===== src/rtl/windowed_duplicate_detector_assert.svh =====
// Assertion macros for the duplicate detector.
// Each macro samples on clk_i and is disabled while rst_ni is low.
`ifndef WINDOWED_DUPLICATE_DETECTOR_ASSERT_SVH
`define WINDOWED_DUPLICATE_DETECTOR_ASSERT_SVH

`ifndef ASSERT_OFF
// Check cons in the same cycle as ante.
`define WDD_ASSERT_NOW(lbl, ante, cons) \
  lbl: assert property (@(posedge clk_i) disable iff (!rst_ni) (ante) |-> (cons)) \
    else $error("wdd assertion failed");
// Check cons in the cycle after ante.
`define WDD_ASSERT_NEXT(lbl, ante, cons) \
  lbl: assert property (@(posedge clk_i) disable iff (!rst_ni) (ante) |=> (cons)) \
    else $error("wdd assertion failed");
`else
`define WDD_ASSERT_NOW(lbl, ante, cons)
`define WDD_ASSERT_NEXT(lbl, ante, cons)
`endif

`endif


===== src/rtl/wdd_pkg.sv =====
package wdd_pkg;

  localparam int ValueW           = 32;
  localparam int WindowKW         = 5;
  localparam int DefaultMaxWindow = 16;

  typedef struct packed {
    logic signed [ValueW-1:0] value;
    logic                     last_item;
  } wdd_in_t;

  typedef struct packed {
    logic match_now;
    logic found_so_far;
    logic array_done;
  } wdd_out_t;

  // Per-cycle control broadcast to every cell.
  typedef struct packed {
    logic shift;   // an item transfer happens this cycle
    logic clear;   // that item closes the array
  } wdd_cell_ctrl_t;

endpackage


===== src/rtl/wdd_cell.sv =====
module wdd_cell
  import wdd_pkg::*;
#(
  parameter int CellIdx = 0
) (
  input  logic                     clk_i,
  input  logic                     rst_ni,
  input  wdd_cell_ctrl_t           ctrl_i,
  input  logic [WindowKW-1:0]      window_k_i,
  input  logic signed [ValueW-1:0] probe_i,
  input  logic signed [ValueW-1:0] prev_value_i,
  input  logic                     prev_valid_i,
  output logic signed [ValueW-1:0] value_o,
  output logic                     valid_o,
  output logic                     hit_o
);

  logic signed [ValueW-1:0] value_q;
  logic                     valid_q;
  logic                     in_window;

  // Cell n holds the value n+1 positions back.
  assign in_window = (32'(CellIdx) < 32'(window_k_i));
  assign hit_o     = valid_q && in_window && (value_q == probe_i);
  assign value_o   = value_q;
  assign valid_o   = valid_q;

  always_ff @(posedge clk_i or negedge rst_ni) begin
    if (!rst_ni) begin
      valid_q <= 1'b0;
    end else if (ctrl_i.shift) begin
      valid_q <= ctrl_i.clear ? 1'b0 : prev_valid_i;
    end
  end

  always_ff @(posedge clk_i) begin
    if (ctrl_i.shift && !ctrl_i.clear) begin
      value_q <= prev_value_i;
    end
  end

endmodule


===== src/rtl/windowed_duplicate_detector.sv =====
// Sliding-window duplicate detector. Each transfer on the input carries one
// signed 32-bit value and a last_item mark; each produces exactly one result
// telling whether the value equals one of the previous window_k values of
// the same array (match_now), whether any such match has been seen in the
// array so far including this item (found_so_far), and whether this result
// closes the array (array_done). The history sits in a row of MAX_WINDOW
// cells that shift by one on every input transfer; every cell compares its
// value against the incoming one in parallel. A transfer with last_item set
// clears the history and the sticky flag after its result is formed.
// Throughput is one item per clock: the input stalls only while the output
// register holds a result and the output side stalls. The result is
// registered. The user must write window_k through cfg_we_i only while the
// block is idle; the block does not enforce this. Values above MAX_WINDOW
// saturate to MAX_WINDOW, and a new window applies from the next item on.
module windowed_duplicate_detector
  import wdd_pkg::*;
#(
  parameter int MAX_WINDOW = DefaultMaxWindow
) (
  input  logic                clk_i,
  input  logic                rst_ni,
  // input channel
  input  logic                in_valid_i,
  output logic                in_stall_o,
  input  wdd_in_t             in_data_i,
  // output channel
  output logic                out_valid_o,
  input  logic                out_stall_i,
  output wdd_out_t            out_data_o,
  // configuration
  input  logic                cfg_we_i,
  input  logic [WindowKW-1:0] cfg_wdata_i
);

`include "windowed_duplicate_detector_assert.svh"

  logic [WindowKW-1:0]      window_k_q;
  logic [WindowKW-1:0]      window_k_d;
  logic                     seen_q;
  logic                     seen_d;
  logic                     out_valid_q;
  wdd_out_t                 out_q;
  wdd_out_t                 out_d;
  logic                     in_xfer;
  logic                     hit_any;
  wdd_cell_ctrl_t           cell_ctrl;
  logic signed [ValueW-1:0] chain_value [MAX_WINDOW];
  logic [MAX_WINDOW-1:0]    chain_valid;
  logic [MAX_WINDOW-1:0]    hit_vec;
  logic [MAX_WINDOW-1:0]    valid_inc;

  // Stall only while a finished result waits and the output side holds it.
  assign in_stall_o = out_valid_q && out_stall_i;
  assign in_xfer    = in_valid_i && !in_stall_o;

  assign cell_ctrl.shift = in_xfer;
  assign cell_ctrl.clear = in_data_i.last_item;

  // Row of history cells: cell 0 takes the incoming value, each later cell
  // takes its left neighbor.
  for (genvar gi = 0; gi < MAX_WINDOW; gi++) begin : g_cell
    logic signed [ValueW-1:0] prev_value;
    logic                     prev_valid;
    if (gi == 0) begin : g_head
      assign prev_value = in_data_i.value;
      assign prev_valid = 1'b1;
    end else begin : g_body
      assign prev_value = chain_value[gi-1];
      assign prev_valid = chain_valid[gi-1];
    end
    wdd_cell #(
      .CellIdx(gi)
    ) u_cell (
      .clk_i       (clk_i),
      .rst_ni      (rst_ni),
      .ctrl_i      (cell_ctrl),
      .window_k_i  (window_k_q),
      .probe_i     (in_data_i.value),
      .prev_value_i(prev_value),
      .prev_valid_i(prev_valid),
      .value_o     (chain_value[gi]),
      .valid_o     (chain_valid[gi]),
      .hit_o       (hit_vec[gi])
    );
  end

  assign hit_any = |hit_vec;

  // Form the result and the next sticky flag; drop the flag at array end.
  always_comb begin
    out_d.match_now    = hit_any;
    out_d.found_so_far = seen_q || hit_any;
    out_d.array_done   = in_data_i.last_item;
    seen_d             = in_data_i.last_item ? 1'b0 : (seen_q || hit_any);
  end

  // Saturate the written window at the number of cells.
  always_comb begin
    if (32'(cfg_wdata_i) > MAX_WINDOW) begin
      window_k_d = WindowKW'(MAX_WINDOW);
    end else begin
      window_k_d = cfg_wdata_i;
    end
  end

  always_ff @(posedge clk_i or negedge rst_ni) begin
    if (!rst_ni) begin
      window_k_q <= '0;
    end else if (cfg_we_i) begin
      window_k_q <= window_k_d;
    end
  end

  always_ff @(posedge clk_i or negedge rst_ni) begin
    if (!rst_ni) begin
      seen_q <= 1'b0;
    end else if (in_xfer) begin
      seen_q <= seen_d;
    end
  end

  // Output register: load on input transfer, release once taken.
  always_ff @(posedge clk_i or negedge rst_ni) begin
    if (!rst_ni) begin
      out_valid_q <= 1'b0;
    end else if (in_xfer) begin
      out_valid_q <= 1'b1;
    end else if (!out_stall_i) begin
      out_valid_q <= 1'b0;
    end
  end

  always_ff @(posedge clk_i) begin
    if (in_xfer) begin
      out_q <= out_d;
    end
  end

  assign out_valid_o = out_valid_q;
  assign out_data_o  = out_q;

  // Valid cells always form a prefix starting at cell 0.
  assign valid_inc = chain_valid + MAX_WINDOW'(1);

  `WDD_ASSERT_NEXT(a_last_clears_row, in_xfer && in_data_i.last_item,
                   chain_valid == '0 && !seen_q)
  `WDD_ASSERT_NEXT(a_store_head, in_xfer && !in_data_i.last_item, chain_valid[0])
  `WDD_ASSERT_NOW(a_valid_prefix, 1'b1, (chain_valid & valid_inc) == '0)
  `WDD_ASSERT_NOW(a_match_sets_found, out_valid_q && out_q.match_now, out_q.found_so_far)
  `WDD_ASSERT_NOW(a_window_capped, 1'b1, 32'(window_k_q) <= MAX_WINDOW)

endmodule


===== config.mk =====
export PLATFORM = sky130hd
export DESIGN_NAME = windowed_duplicate_detector
export DESIGN_NICKNAME = d
export VERILOG_FILES = /design/src/rtl/wdd_pkg.sv /design/src/rtl/wdd_cell.sv /design/src/rtl/windowed_duplicate_detector.sv
export VERILOG_INCLUDE_DIRS = /design/src /design/src/rtl
export SDC_FILE = /design/constraint.sdc
export NUM_CORES = 1
export LEC_CHECK = 0
export ABC_AREA = 1
export BUFFER_PORTS_ARGS = -buffer_cell sky130_fd_sc_hd__clkbuf_2
export CORE_ASPECT_RATIO = 0.5
export CORE_MARGIN = 4
export CORE_UTILIZATION = 40
export CTS_CLUSTER_DIAMETER = 30
export DETAILED_ROUTE_END_ITERATION = 12
export GPL_TIMING_DRIVEN = 0
export SYNTH_ARGS = -nofsm -noshare
export SYNTH_HDL_FRONTEND = slang
export SYNTH_SLANG_ARGS = --single-unit

===== constraint.sdc =====
create_clock -name clk_i -period 26.4 [get_ports clk_i]
set_input_delay 0 -clock clk_i [delete_from_list [all_inputs] [get_ports clk_i]]
set_output_delay 0 -clock clk_i [all_outputs]
set_load 0.01 [all_outputs]

==> results.toml, run 1 <==
[logic_synthesis]
synth_top_area_share_pct = 61.9
synth_cell_type_count = 35
yosys_warnings = 0
syn_nets = 2464
post_synth_main_area_contributors = "edfxtp_1 62%, nand2_1 12%, xnor2_1 6.6%, inv_1 5.1%, nor2_1 3.2%"
sequential_element_share_of_the_synthesized_area_pct = 64.2
async_reset_ff_share_pct = 4.28
ys_ff_latch = 538
synth_top_cells_by_count = "767 x nand2_1, 515 x edfxtp_1, 337 x inv_1"
synth_area_leader_cell = "edfxtp_1"
post-synth-top-count-cell = "nand2_1"
synth_ff_type = "edfxtp_1"
syn_area_mm2 = 0.0250
syn-mean-instance-area_um2 = 10.3
synth_enable_flop_cells = 515
netlist_instances = 2421

[placement]
buffer_ports.inserted = 47
placer_s_final_routability_congestion_estimate = 0.995
place_hpwl_mm = 68.9
placed_cells = 3311

[setup_path]
worst_r2r_path_depth = 11
endpoint_of_the_lowest_slack_register_to_register_path = "g_cell[0].u_cell.value_o[21]$_DFFE_PP_"
setup.worst_path.class = "flip-flop to flip-flop"
cp_data_arrival_time_ps = 3820
cp-end-kind = "flip-flop"
r2r-start = "out_valid_o$_DFFE_PN0P_"
cp-start-kind = "flip-flop"
worst_ep_required_time_ps = 26730
critical_path_peak_fanout = 32
reg2reg_slack_ps = 22900

[final_layout]
area_growth_syn_to_layout_pct = 20.6
layout.area.seq_mm2 = 0.0160
layout.nets = 2669
multi_input_area_mm2 = 0.00694
layout-drive-gt1-share_pct = 12.1
fillCellCount = 5508
fin_cells = 3527

[floorplanning]
chipWidth_um = 361
io_pins = 48
design.die.area_mm2 = 0.0668
dieHeight_um = 185
initial_utilization_pct = 40.7
rows = 64
core_area_mm2 = 0.0614

[clock_network]
cts_made_buffers = 88
clk_pin_slew_ps = 60
total_number_of_h_tree_levels = 3
clkLatencyLatePin_ps = 620
tritoncts = "done"
cts.hold.buffers_added = 50
cts_root_buffer = "clkbuf_16"
clockBufferDepth = 3
cts.repair_timing.setup_buffer_count = 0
clock_sinks = 538
cts_resized = 0

[detailed_routing]
drt_first_iter_violations = 2511
post_route_drc = 0
drt_pre_antenna_iters = 6
routed_wl_mm = 89.0
detail_route.wl_per_cell_um = 25.2
detailroute.via_count = 18200
viasPerCell = 5.16
drtAntennaViolNets = 0

[timing]
clock_skew_ps = 25.1
finalSetupViolations = 0
min_period_ps = 3500
fmaxAchievable_mhz = 286
timing.slew.headroom_pct = 26.3
rsz0062_at_grt = "false"
worst_pin_slew_ps = 1100
layout_worst_path_cycle_share_pct = 13.2
drv_slew = 0
timing_hold_violations_final = 0
fin_worst_hold_slack_ps = 98.4

[min_path]
min_to = "g_cell[0].u_cell.value_o[5]$_DFFE_PP_"
min_delay_path_depth = 2
min_path_type = "input pin to flip-flop"
hold_path.startpoint = "in_data_i[6]"

[global_routing]
global_route_wire_length_before_repair_mm = 123
grt_remaining_overflow = 0
global_route.usage.total_pct = 26.7
maximum_number_of_pins_on_one_net_before_global_route_repair = 36
antenna_found_initial = 3
first_global_vias = 17500

[pwr]
total_leakage_power_nw = 12.2
irDropWorstVdd_mv = 0.0495
pwr_density_cell_mw_per_mm2 = 77.7

[outcome]
outcome = "finished, final reports clean"

[flow_run]
max_cap_viol_count = 0
-- cells in the final DEF, fill, tap and decap left out, types with 6 or more instances in the layout --
| cell | count |
|---|---|
| xor2_1 | 11 |
| inv_1 | 337 |
| o21ai_1 | 36 |
| clkbuf_16 | 94 |
| buf_2 | 12 |
| buf_12 | 15 |
| clkinv_4 | 12 |
| inv_2 | 19 |
| xnor2_1 | 189 |
| o22ai_1 | 39 |
| edfxtp_1 | 515 |
| buf_6 | 35 |
| dfrtp_1 | 23 |
| a21oi_1 | 12 |
| clkinv_2 | 13 |
| inv_8 | 7 |
| or2_2 | 9 |
| clkbuf_2 | 47 |
| dlygate4sd3_1 | 50 |
| nand2_1 | 767 |
| nor2_1 | 209 |
| clkbuf_1 | 6 |
| nand4_1 | 30 |
| o21ai_0 | 86 |
| nand3_1 | 42 |
| buf_4 | 21 |
| clkinv_1 | 8 |
| clkinvlp_4 | 9 |
| inv_6 | 9 |
-- worst max-delay path: stages, from the launching register on --
cell	delay, ps
dfrtp_1	370
nand2_1	90
inv_1	60
nor2_2	440
inv_1	180
nor2_4	650
buf_12	300
buf_16	200
buf_12	220
buf_16	190
buf_12	200
buf_12	210
-- layout make-up --
| type | count | share of cell area (%) |
|---|---|---|
| flip-flops and latches | 538 | 53.2 |
| plain buffers | 71 | 2.11 |
| inverters | 361 | 4.54 |
| clock inverters | 65 | 2.02 |
| diodes | 2 | 0.0166 |
| clock buffers | 99 | 7.90 |
| well taps | 825 | 3.43 |
| repair buffers | 115 | 3.71 |
| multi-input cells | 1451 | 23.0 |
-- flip-flops by register name (all words and copies together) (netlist names) --
name                   cells
g_cell.u_cell.value_o    512
g_cell.u_cell.valid_o     16
window_k_q                 5
out_data_o                 3
out_valid_o                1
seen_q                     1
-- how the worst max path moves through the flow --
stage                            start                                      to  slack [ps]  cells after the start
3_3_place_gp   out_valid_o$_DFFE_PN0P_   g_cell[15].u_cell.valid_o$_DFFE_PN0P_      -12840                      7
4_1_cts        out_valid_o$_DFFE_PN0P_  g_cell[5].u_cell.value_o[23]$_DFFE_PP_       22990                     11
3_5_place_dp   out_valid_o$_DFFE_PN0P_  g_cell[0].u_cell.value_o[11]$_DFFE_PP_       22990                     11
5_1_grt        out_valid_o$_DFFE_PN0P_  g_cell[0].u_cell.value_o[21]$_DFFE_PP_       22730                     11
6_report       out_valid_o$_DFFE_PN0P_  g_cell[0].u_cell.value_o[21]$_DFFE_PP_       22900                     11
2_1_floorplan  out_valid_o$_DFFE_PN0P_   g_cell[15].u_cell.valid_o$_DFFE_PN0P_          40                      7
-- power by group --
group          switching (mW)  internal [mW]  total [mW]
logic                   0.130         0.0607       0.190
clock network           0.449          0.711        1.16
registers              0.0221          0.969       0.991
total                   0.600           1.74        2.34
-- per-layer routing --
metal / wire length (um) / GRT usage (%)
met5: 0 / 0
met3: 8970 / 5.27
met2: 38700 / 41.1
met1: 37800 / 37.5
met4: 3500 / 10.3
-- logic make-up (layout without fill, tap and decap cells) --
group / after synthesis / in the layout / share of synthesized area [%]
buf+inv: 432 / 711 / 8.01
other cells: 0 / 2 / 0
flops: 538 / 538 / 64.2
simple gates: 1067 / 1067 / 16.7
xor+xnor: 200 / 200 / 7.01
compound gates: 184 / 184 / 4.05
-- per-stage QoR --
step | TNS, ps | worst slack (ps) | cell area [um^2] | power (mW) | utilization (%)
finish | 0 | 22900 | 30100 | 2.34 | 49.1
global placement | -3553530 | -12840 | 26200 | 1.22 | 42.7
floorplan | 0 | 36.7 | 25000 | 1.13 | -
CTS | 0 | 22990 | 30100 | 2.34 | 49.1
global route | 0 | 22730 | 30100 | 2.40 | 49.1
detailed placement | 0 | 22990 | 26600 | 1.19 | 43.4
Power figures use the tool's default switching activity.
==> run 2, diff against run 1 <==
==> constraint.sdc (replaced) <==
create_clock -name clk_i -period 3.6 [get_ports clk_i]
set_input_delay 0 -clock clk_i [delete_from_list [all_inputs] [get_ports clk_i]]
set_output_delay 0 -clock clk_i [all_outputs]
set_load 0.01 [all_outputs]
==> run 2 against run 1 <==
Clock-buffer cell count is 10 higher. Global-route usage down 0.31 points. First-iteration DRC count fell by 3.1%. Via count is 1.2% higher. Combinational power grew to 7.4 times the previous value. Die area did not move. Worst setup slack worse by 22000 ps. Critical path type unchanged.
==> results.toml, run 2 (synthesized netlist as in run 1, its figures left out) <==
[timing]
worst_pin_slew_ps = 913
clock_skew_ps = 34.6
fmaxAchievable_mhz = 329
layout_worst_path_cycle_share_pct = 84.4
finalSetupViolations = 0
min_period_ps = 3040
timing.slew.headroom_pct = 39.1
drv_slew = 0
timing_hold_violations_final = 0
rsz0062_at_grt = "false"
fin_worst_hold_slack_ps = 75.4

[detailed_routing]
detail_route.wl_per_cell_um = 25.0
drt_pre_antenna_iters = 5
viasPerCell = 5.21
detailroute.via_count = 18400
routed_wl_mm = 88.3
drt_first_iter_violations = 2433
drtAntennaViolNets = 0
post_route_drc = 0

[clock_network]
cts_resized = 0
cts_root_buffer = "clkbuf_16"
cts_made_buffers = 92
tritoncts = "done"
clockBufferDepth = 3
clkLatencyLatePin_ps = 660
clock_sinks = 538
clk_pin_slew_ps = 50
total_number_of_h_tree_levels = 3

[final_layout]
antennaDiodeCount = 0
fillCellCount = 5505
fin_cells = 3534
layout.nets = 2673
layout-drive-gt1-share_pct = 12.3
final_cell_mix = "767 x nand2_1, 515 x edfxtp_1, 335 x inv_1, 209 x nor2_1, 189 x xnor2_1"
largest_register_ffs = 512
mostFrequentLayoutCell = "nand2_1"
area_growth_syn_to_layout_pct = 22.1
finalInstanceArea_mm2 = 0.0305

[pwr]
pwr_density_cell_mw_per_mm2 = 590
irDropWorstVdd_mv = 0.341
total_leakage_power_nw = 12.3

[global_routing]
grt_remaining_overflow = 0
global_route.usage.total_pct = 26.4
maximum_number_of_pins_on_one_net_before_global_route_repair = 35
global_route_wire_length_before_repair_mm = 122
antenna_found_initial = 4
first_global_vias = 17600

[setup_path]
cp_cell_sequence = "nand2_1, inv_2, nor2_4, inv_2, nor2_4, buf_12, buf_12, buf_12, buf_12, buf_12"
setup.worst_path.class = "flip-flop to flip-flop"
cpMaxStageDelayCell = "nor2_4"
critPathMaxStageDelay_ps = 540
cp-start-kind = "flip-flop"
cp-end-kind = "flip-flop"
critical_path_peak_fanout = 34
worst_ep_required_time_ps = 3930
crit_top_cell = "buf_12"
cp_data_arrival_time_ps = 3370

[placement]
placed_cells = 3311
dpl-instance-area_mm2 = 0.0267
placer_s_final_routability_congestion_estimate = 0.974
buffer_ports.inserted = 47
place_hpwl_mm = 67.9

[floorplanning]
io_pins = 48
dieHeight_um = 185
initial_utilization_pct = 40.7
chipWidth_um = 361
design.die.area_mm2 = 0.0668
core_area_mm2 = 0.0614
rows = 64

[flow_run]
max_cap_viol_count = 0

[min_path]
min_path_type = "input pin to flip-flop"

[outcome]
outcome = "finished, final reports clean"
## run 2: cell types whose count changed in the layout (fill, tap and decap cells not counted), sizes merged
cell,change
clkinv,-1
clkinvlp,-1
buf,+1
dlygate4sd3,-1
inv,-9
bufinv,+10
diode,-2
clkbuf,+10
## run 2: worst paths after layout
| check | cells past startpoint | slack [ps] | endpoint | startpoint |
|---|---|---|---|---|
| worst max-delay path | 10 | 560 | g_cell[1].u_cell.value_o[2]$_DFFE_PP_ | out_valid_o$_DFFE_PN0P_ |
| worst min-delay path | 2 | 80 | g_cell[0].u_cell.value_o[19]$_DFFE_PP_ | in_data_i[20] |
| worst max register to register | 10 | 560 | g_cell[1].u_cell.value_o[2]$_DFFE_PP_ | out_valid_o$_DFFE_PN0P_ |
| worst min register to register | 0 | 440 | g_cell[10].u_cell.value_o[21]$_DFFE_PP_ | g_cell[9].u_cell.value_o[21]$_DFFE_PP_ |
| max in group asynchronous | 4 | 3050 | g_cell[12].u_cell.valid_o$_DFFE_PN0P_ | rst_ni |
| min in group asynchronous | 4 | 380 | seen_q$_DFFE_PN0P_ | rst_ni |
## run 2: metrics by stage
step / setup WS (ps) / total power [mW] / setup TNS, ps / util (%)
5_1_grt: 410 / 18.4 / 0 / 49.6
3_3_place_gp: -10750 / 8.74 / -4452450 / 42.8
2_1_floorplan: -6450 / 8.14 / -2750350 / -
3_5_place_dp: 600 / 8.71 / 0 / 43.4
6_report: 562 / 18.0 / 0 / 49.6
4_1_cts: 574 / 18.0 / 0 / 49.6
## run 2: worst max-delay path: cells and delay by family (launching register included)
| family | cells | cell delay (ps) |
|---|---|---|
| flip-flops | 1 | 370 |
| AND/OR/NAND/NOR | 3 | 870 |
| buffers and inverters | 7 | 1390 |
## run 2: where the power goes
part | switching [mW] | leakage [nW] | total, mW | internal (mW)
sequential | 0.161 | 5.08 | 7.27 | 7.11
clock | 3.34 | 1.60 | 9.33 | 5.99
combinational | 0.947 | 5.65 | 1.40 | 0.449
total | 4.44 | 12.3 | 18.0 | 13.5
## run 2: repair_timing
item / in CTS / in global routing
buffers inserted: 0 / 0
hold buffers: 50 / 0
hold endpoints to repair: 137 / 0
## run 2: area by class of cell
| cell class | count | area, um^2 | area share (%) |
|---|---|---|---|
| Multi-Input combinational cell | 1451 | 6950 | 22.8 |
| Timing Repair Buffer | 115 | 1140 | 3.73 |
| Buffer | 71 | 644 | 2.11 |
| Clock inverter | 64 | 883 | 2.90 |
| Clock buffer | 109 | 2440 | 7.99 |
| Tap cell | 825 | 1030 | 3.39 |
| Sequential cell | 538 | 16000 | 52.6 |
| Inverter | 361 | 1370 | 4.49 |
## run 2: layer usage
layer | up-vias | global-route usage, % | share of wire (%)
met5 | - | 0 | 0.014
li1 | 8260 | - | -
met1 | 8916 | 36.4 | 42
met3 | 215 | 5.10 | 9.7
met4 | 2 | 12.3 | 4.7
met2 | 1028 | 40.5 | 44
==> run 3, diff against run 2 <==
--- a/config.mk
+++ b/config.mk
@@ -6,7 +6,7 @@
 export SDC_FILE = /design/constraint.sdc
 export NUM_CORES = 1
 export LEC_CHECK = 0
-export ABC_AREA = 1
+export ABC_AREA = 0
 export BUFFER_PORTS_ARGS = -buffer_cell sky130_fd_sc_hd__clkbuf_2
 export CORE_ASPECT_RATIO = 0.5
 export CORE_MARGIN = 4
==> constraint.sdc (replaced) <==
create_clock -name clk_i -period 3.2 [get_ports clk_i]
set_input_delay 0 -clock clk_i [delete_from_list [all_inputs] [get_ports clk_i]]
set_output_delay 0 -clock clk_i [all_outputs]
set_load 0.01 [all_outputs]
==> run 3 against run 2 <==
Worst setup slack lost 470 ps. First-iteration DRC count decreased by 33%. Sequential share of layout area rose by 4.6 points. Via count down 31%. Synthesized cell count fell by 39%. Wire length down 30%. Largest power group unchanged. Final cell count decreased by 29%. Worst hold slack better by 57 ps. Cell area fell by 8.0%. Maximum frequency shrank 2.2%. Highest routed layer is now met4. Register-to-register slack lost 470 ps.
==> results.toml, run 3 <==
[timing]
rsz0062_at_grt = "false"
timing.slew.headroom_pct = 38.2
timing_hold_violations_final = 0
finalSetupViolations = 0
final_critical_path_setup_slack_ps = 91.8
finalSetupTns_ps = 0
drv_slew = 0
fmaxAchievable_mhz = 322
min_period_ps = 3110
clock_skew_ps = 16.7
layout_worst_path_cycle_share_pct = 97.1
worst_pin_slew_ps = 919

[setup_path]
cp-end-kind = "flip-flop"
crit_top_cell = "nand4_1"
critPathMaxStageDelay_ps = 580
critical_path_peak_fanout = 10
cp_cell_sequence = "clkbuf_1, nor3_4, a211oi_1, nand4_1, nand4_1, nor4_2, nand3_1"
cp_data_arrival_time_ps = 3390
setup.worst_path.class = "flip-flop to flip-flop"
worst_ep_required_time_ps = 3480
worst-path-buf-inv = 1
cpMaxStageDelayCell = "nor4_2"
worst_path_dominant_cell_family = "simple AND/OR/NAND/NOR gates"
cp-start-kind = "flip-flop"

[clock_network]
tritoncts = "done"
clkLatencyLatePin_ps = 600
cts_made_buffers = 86
clockBufferDepth = 3
clock_sinks = 538
cts.repair_timing.setup_buffer_count = 0
clk_pin_slew_ps = 50
cts_root_buffer = "clkbuf_16"
total_number_of_h_tree_levels = 3

[logic_synthesis]
netlist_instances = 1473
async_reset_ff_share_pct = 4.28
post_synth_main_area_contributors = "edfxtp_1 67%, xnor2_1 16%, xor2_1 3.3%, nand4_1 3.1%, dfrtp_1 2.5%"
synth_top_cells_by_count = "515 x edfxtp_1, 424 x xnor2_1, 113 x nand4_1"
syn-mean-instance-area_um2 = 15.6
synth_enable_flop_cells = 515
synth_area_leader_cell = "edfxtp_1"
sequential_element_share_of_the_synthesized_area_pct = 69.7
synth_ff_type = "edfxtp_1"
yosys_warnings = 0
syn_nets = 1516
post-synth-top-count-cell = "edfxtp_1"
syn_area_mm2 = 0.0230
synth_cell_type_count = 43
ys_ff_latch = 538
synth_top_area_share_pct = 67.2

[placement]
placed_cells = 2293
placer_s_final_routability_congestion_estimate = 0.932
buffer_ports.inserted = 47
place_worst_setup_slack_ps = -185
place_hpwl_mm = 48.5

[floorplanning]
dieHeight_um = 178
design.die.area_mm2 = 0.0617
io_pins = 48
initial_utilization_pct = 40.9
chipWidth_um = 347
core_area_mm2 = 0.0563
rows = 61

[final_layout]
post-route-util_pct = 49.9
final_cell_mix = "515 x edfxtp_1, 424 x xnor2_1, 113 x nand4_1, 91 x clkbuf_16, 87 x xor2_1"
layout.nets = 1721
fillCellCount = 4714
multi_input_area_mm2 = 0.00648
layout.area.seq_mm2 = 0.0160
area_growth_syn_to_layout_pct = 21.9
antennaDiodeCount = 0
fin_cells = 2505
mostFrequentLayoutCell = "edfxtp_1"
largest_register_ffs = 512
layout-drive-gt1-share_pct = 16.3

[global_routing]
antenna_found_initial = 1
first_global_vias = 12600
maximum_number_of_pins_on_one_net_before_global_route_repair = 36
global_route.usage.total_pct = 20.1
global_route_wire_length_before_repair_mm = 87.2
grt_remaining_overflow = 0

[detailed_routing]
viasPerCell = 5.09
detailroute.via_count = 12700
routed_wl_mm = 62.2
drt_first_iter_violations = 1629
drtAntennaViolNets = 0
detail_route.wl_per_cell_um = 24.8
drt_pre_antenna_iters = 5
post_route_drc = 0

[pwr]
report.power.total_mw = 18.8
total_leakage_power_nw = 8.97
irDropWorstVdd_mv = 0.426
pwr_density_cell_mw_per_mm2 = 669

[flow_run]
max_cap_viol_count = 0

[outcome]
outcome = "finished, final reports clean"

[min_path]
min_path_type = "input pin to flip-flop"
run 3: cell types whose count changed after synthesis, sizes merged, moves of 76 or more:
| cell | before | now |
|---|---|---|
| nand2 | 767 | 44 |
| inv | 360 | 8 |
| nand4 | 30 | 114 |
| o21ai | 123 | 23 |
| nor2 | 213 | 30 |
| xor2 | 11 | 87 |
| xnor2 | 189 | 424 |
run 3: where the power goes:
part	switching, mW	total [mW]	internal (mW)
Sequential	0.154	8.15	7.99
Combinational	0.818	1.34	0.519
Clock	3.41	9.28	5.88
run 3: kinds of logic after synthesis:
family	Yosys count	share of synthesized area [%]
DFF	538	69.7
xor gates and xnor gates	511	19.5
and+or+nand+nor	302	7.42
buffers and inverters	80	2.24
AOI/OAI and AO/OA	41	1.13
muxes	1	0.0489
run 3: worst paths after layout:
path                       slack (ps)  cells past startpoint                                      to                                   from
hold / removal                    130                      2  g_cell[0].u_cell.value_o[14]$_DFFE_PP_                          in_data_i[15]
max in group asynchronous        2590                      4    g_cell[5].u_cell.valid_o$_DFFE_PN0P_                                 rst_ni
hold reg to reg                   460                      0   g_cell[9].u_cell.value_o[3]$_DFFE_PP_  g_cell[8].u_cell.value_o[3]$_DFFE_PP_
setup / recovery                   90                      7                 out_data_o[2]$_DFFE_PP_              window_k_q[2]$_DFFE_PN0P_
min in group asynchronous         450                      4   g_cell[11].u_cell.valid_o$_DFFE_PN0P_                                 rst_ni
setup reg to reg                   90                      7                 out_data_o[2]$_DFFE_PP_              window_k_q[2]$_DFFE_PN0P_
run 3: layout make-up:
class                   count  share of cell area [%]
multi-input cells         855                    23.1
clock buffers             102                    8.27
inverters                   8                   0.107
flip-flops and latches    538                    57.2
repair buffers            117                    4.11
clock inverters            57                    2.10
plain buffers              72                    1.73
well taps                 756                    3.37
run 3: repair_timing:
action,4_1_cts,5_1_grt
resized for setup,2,0
setup endpoints to repair,1,0
endpoints found under the hold margin,74,0
hold buffers,53,0
run 3: stage by stage:
step	hold WS [ps]	area [um^2]
2_1_floorplan	-296	23000
3_3_place_gp	26.0	24200
3_5_place_dp	42.2	24600
4_1_cts	107	28000
5_1_grt	135	28000
6_report	133	28000
run 3: worst reg2reg max path: cells and delay by family, from the launching register on:
family          cells  cell delay, ps
flops               1             400
compound gates      1             260
buf+inv             1             360
simple gates        5            1780
run 3: routing by layer:
layer | wire (um) | share of wire, % | global-route usage, %
met1 | 29000 | 47 | 29.1
met2 | 28200 | 45 | 31.7
met3 | 3500 | 5.6 | 2.85
met4 | 1530 | 2.5 | 5.59
met5 | 0 | 0 | 0
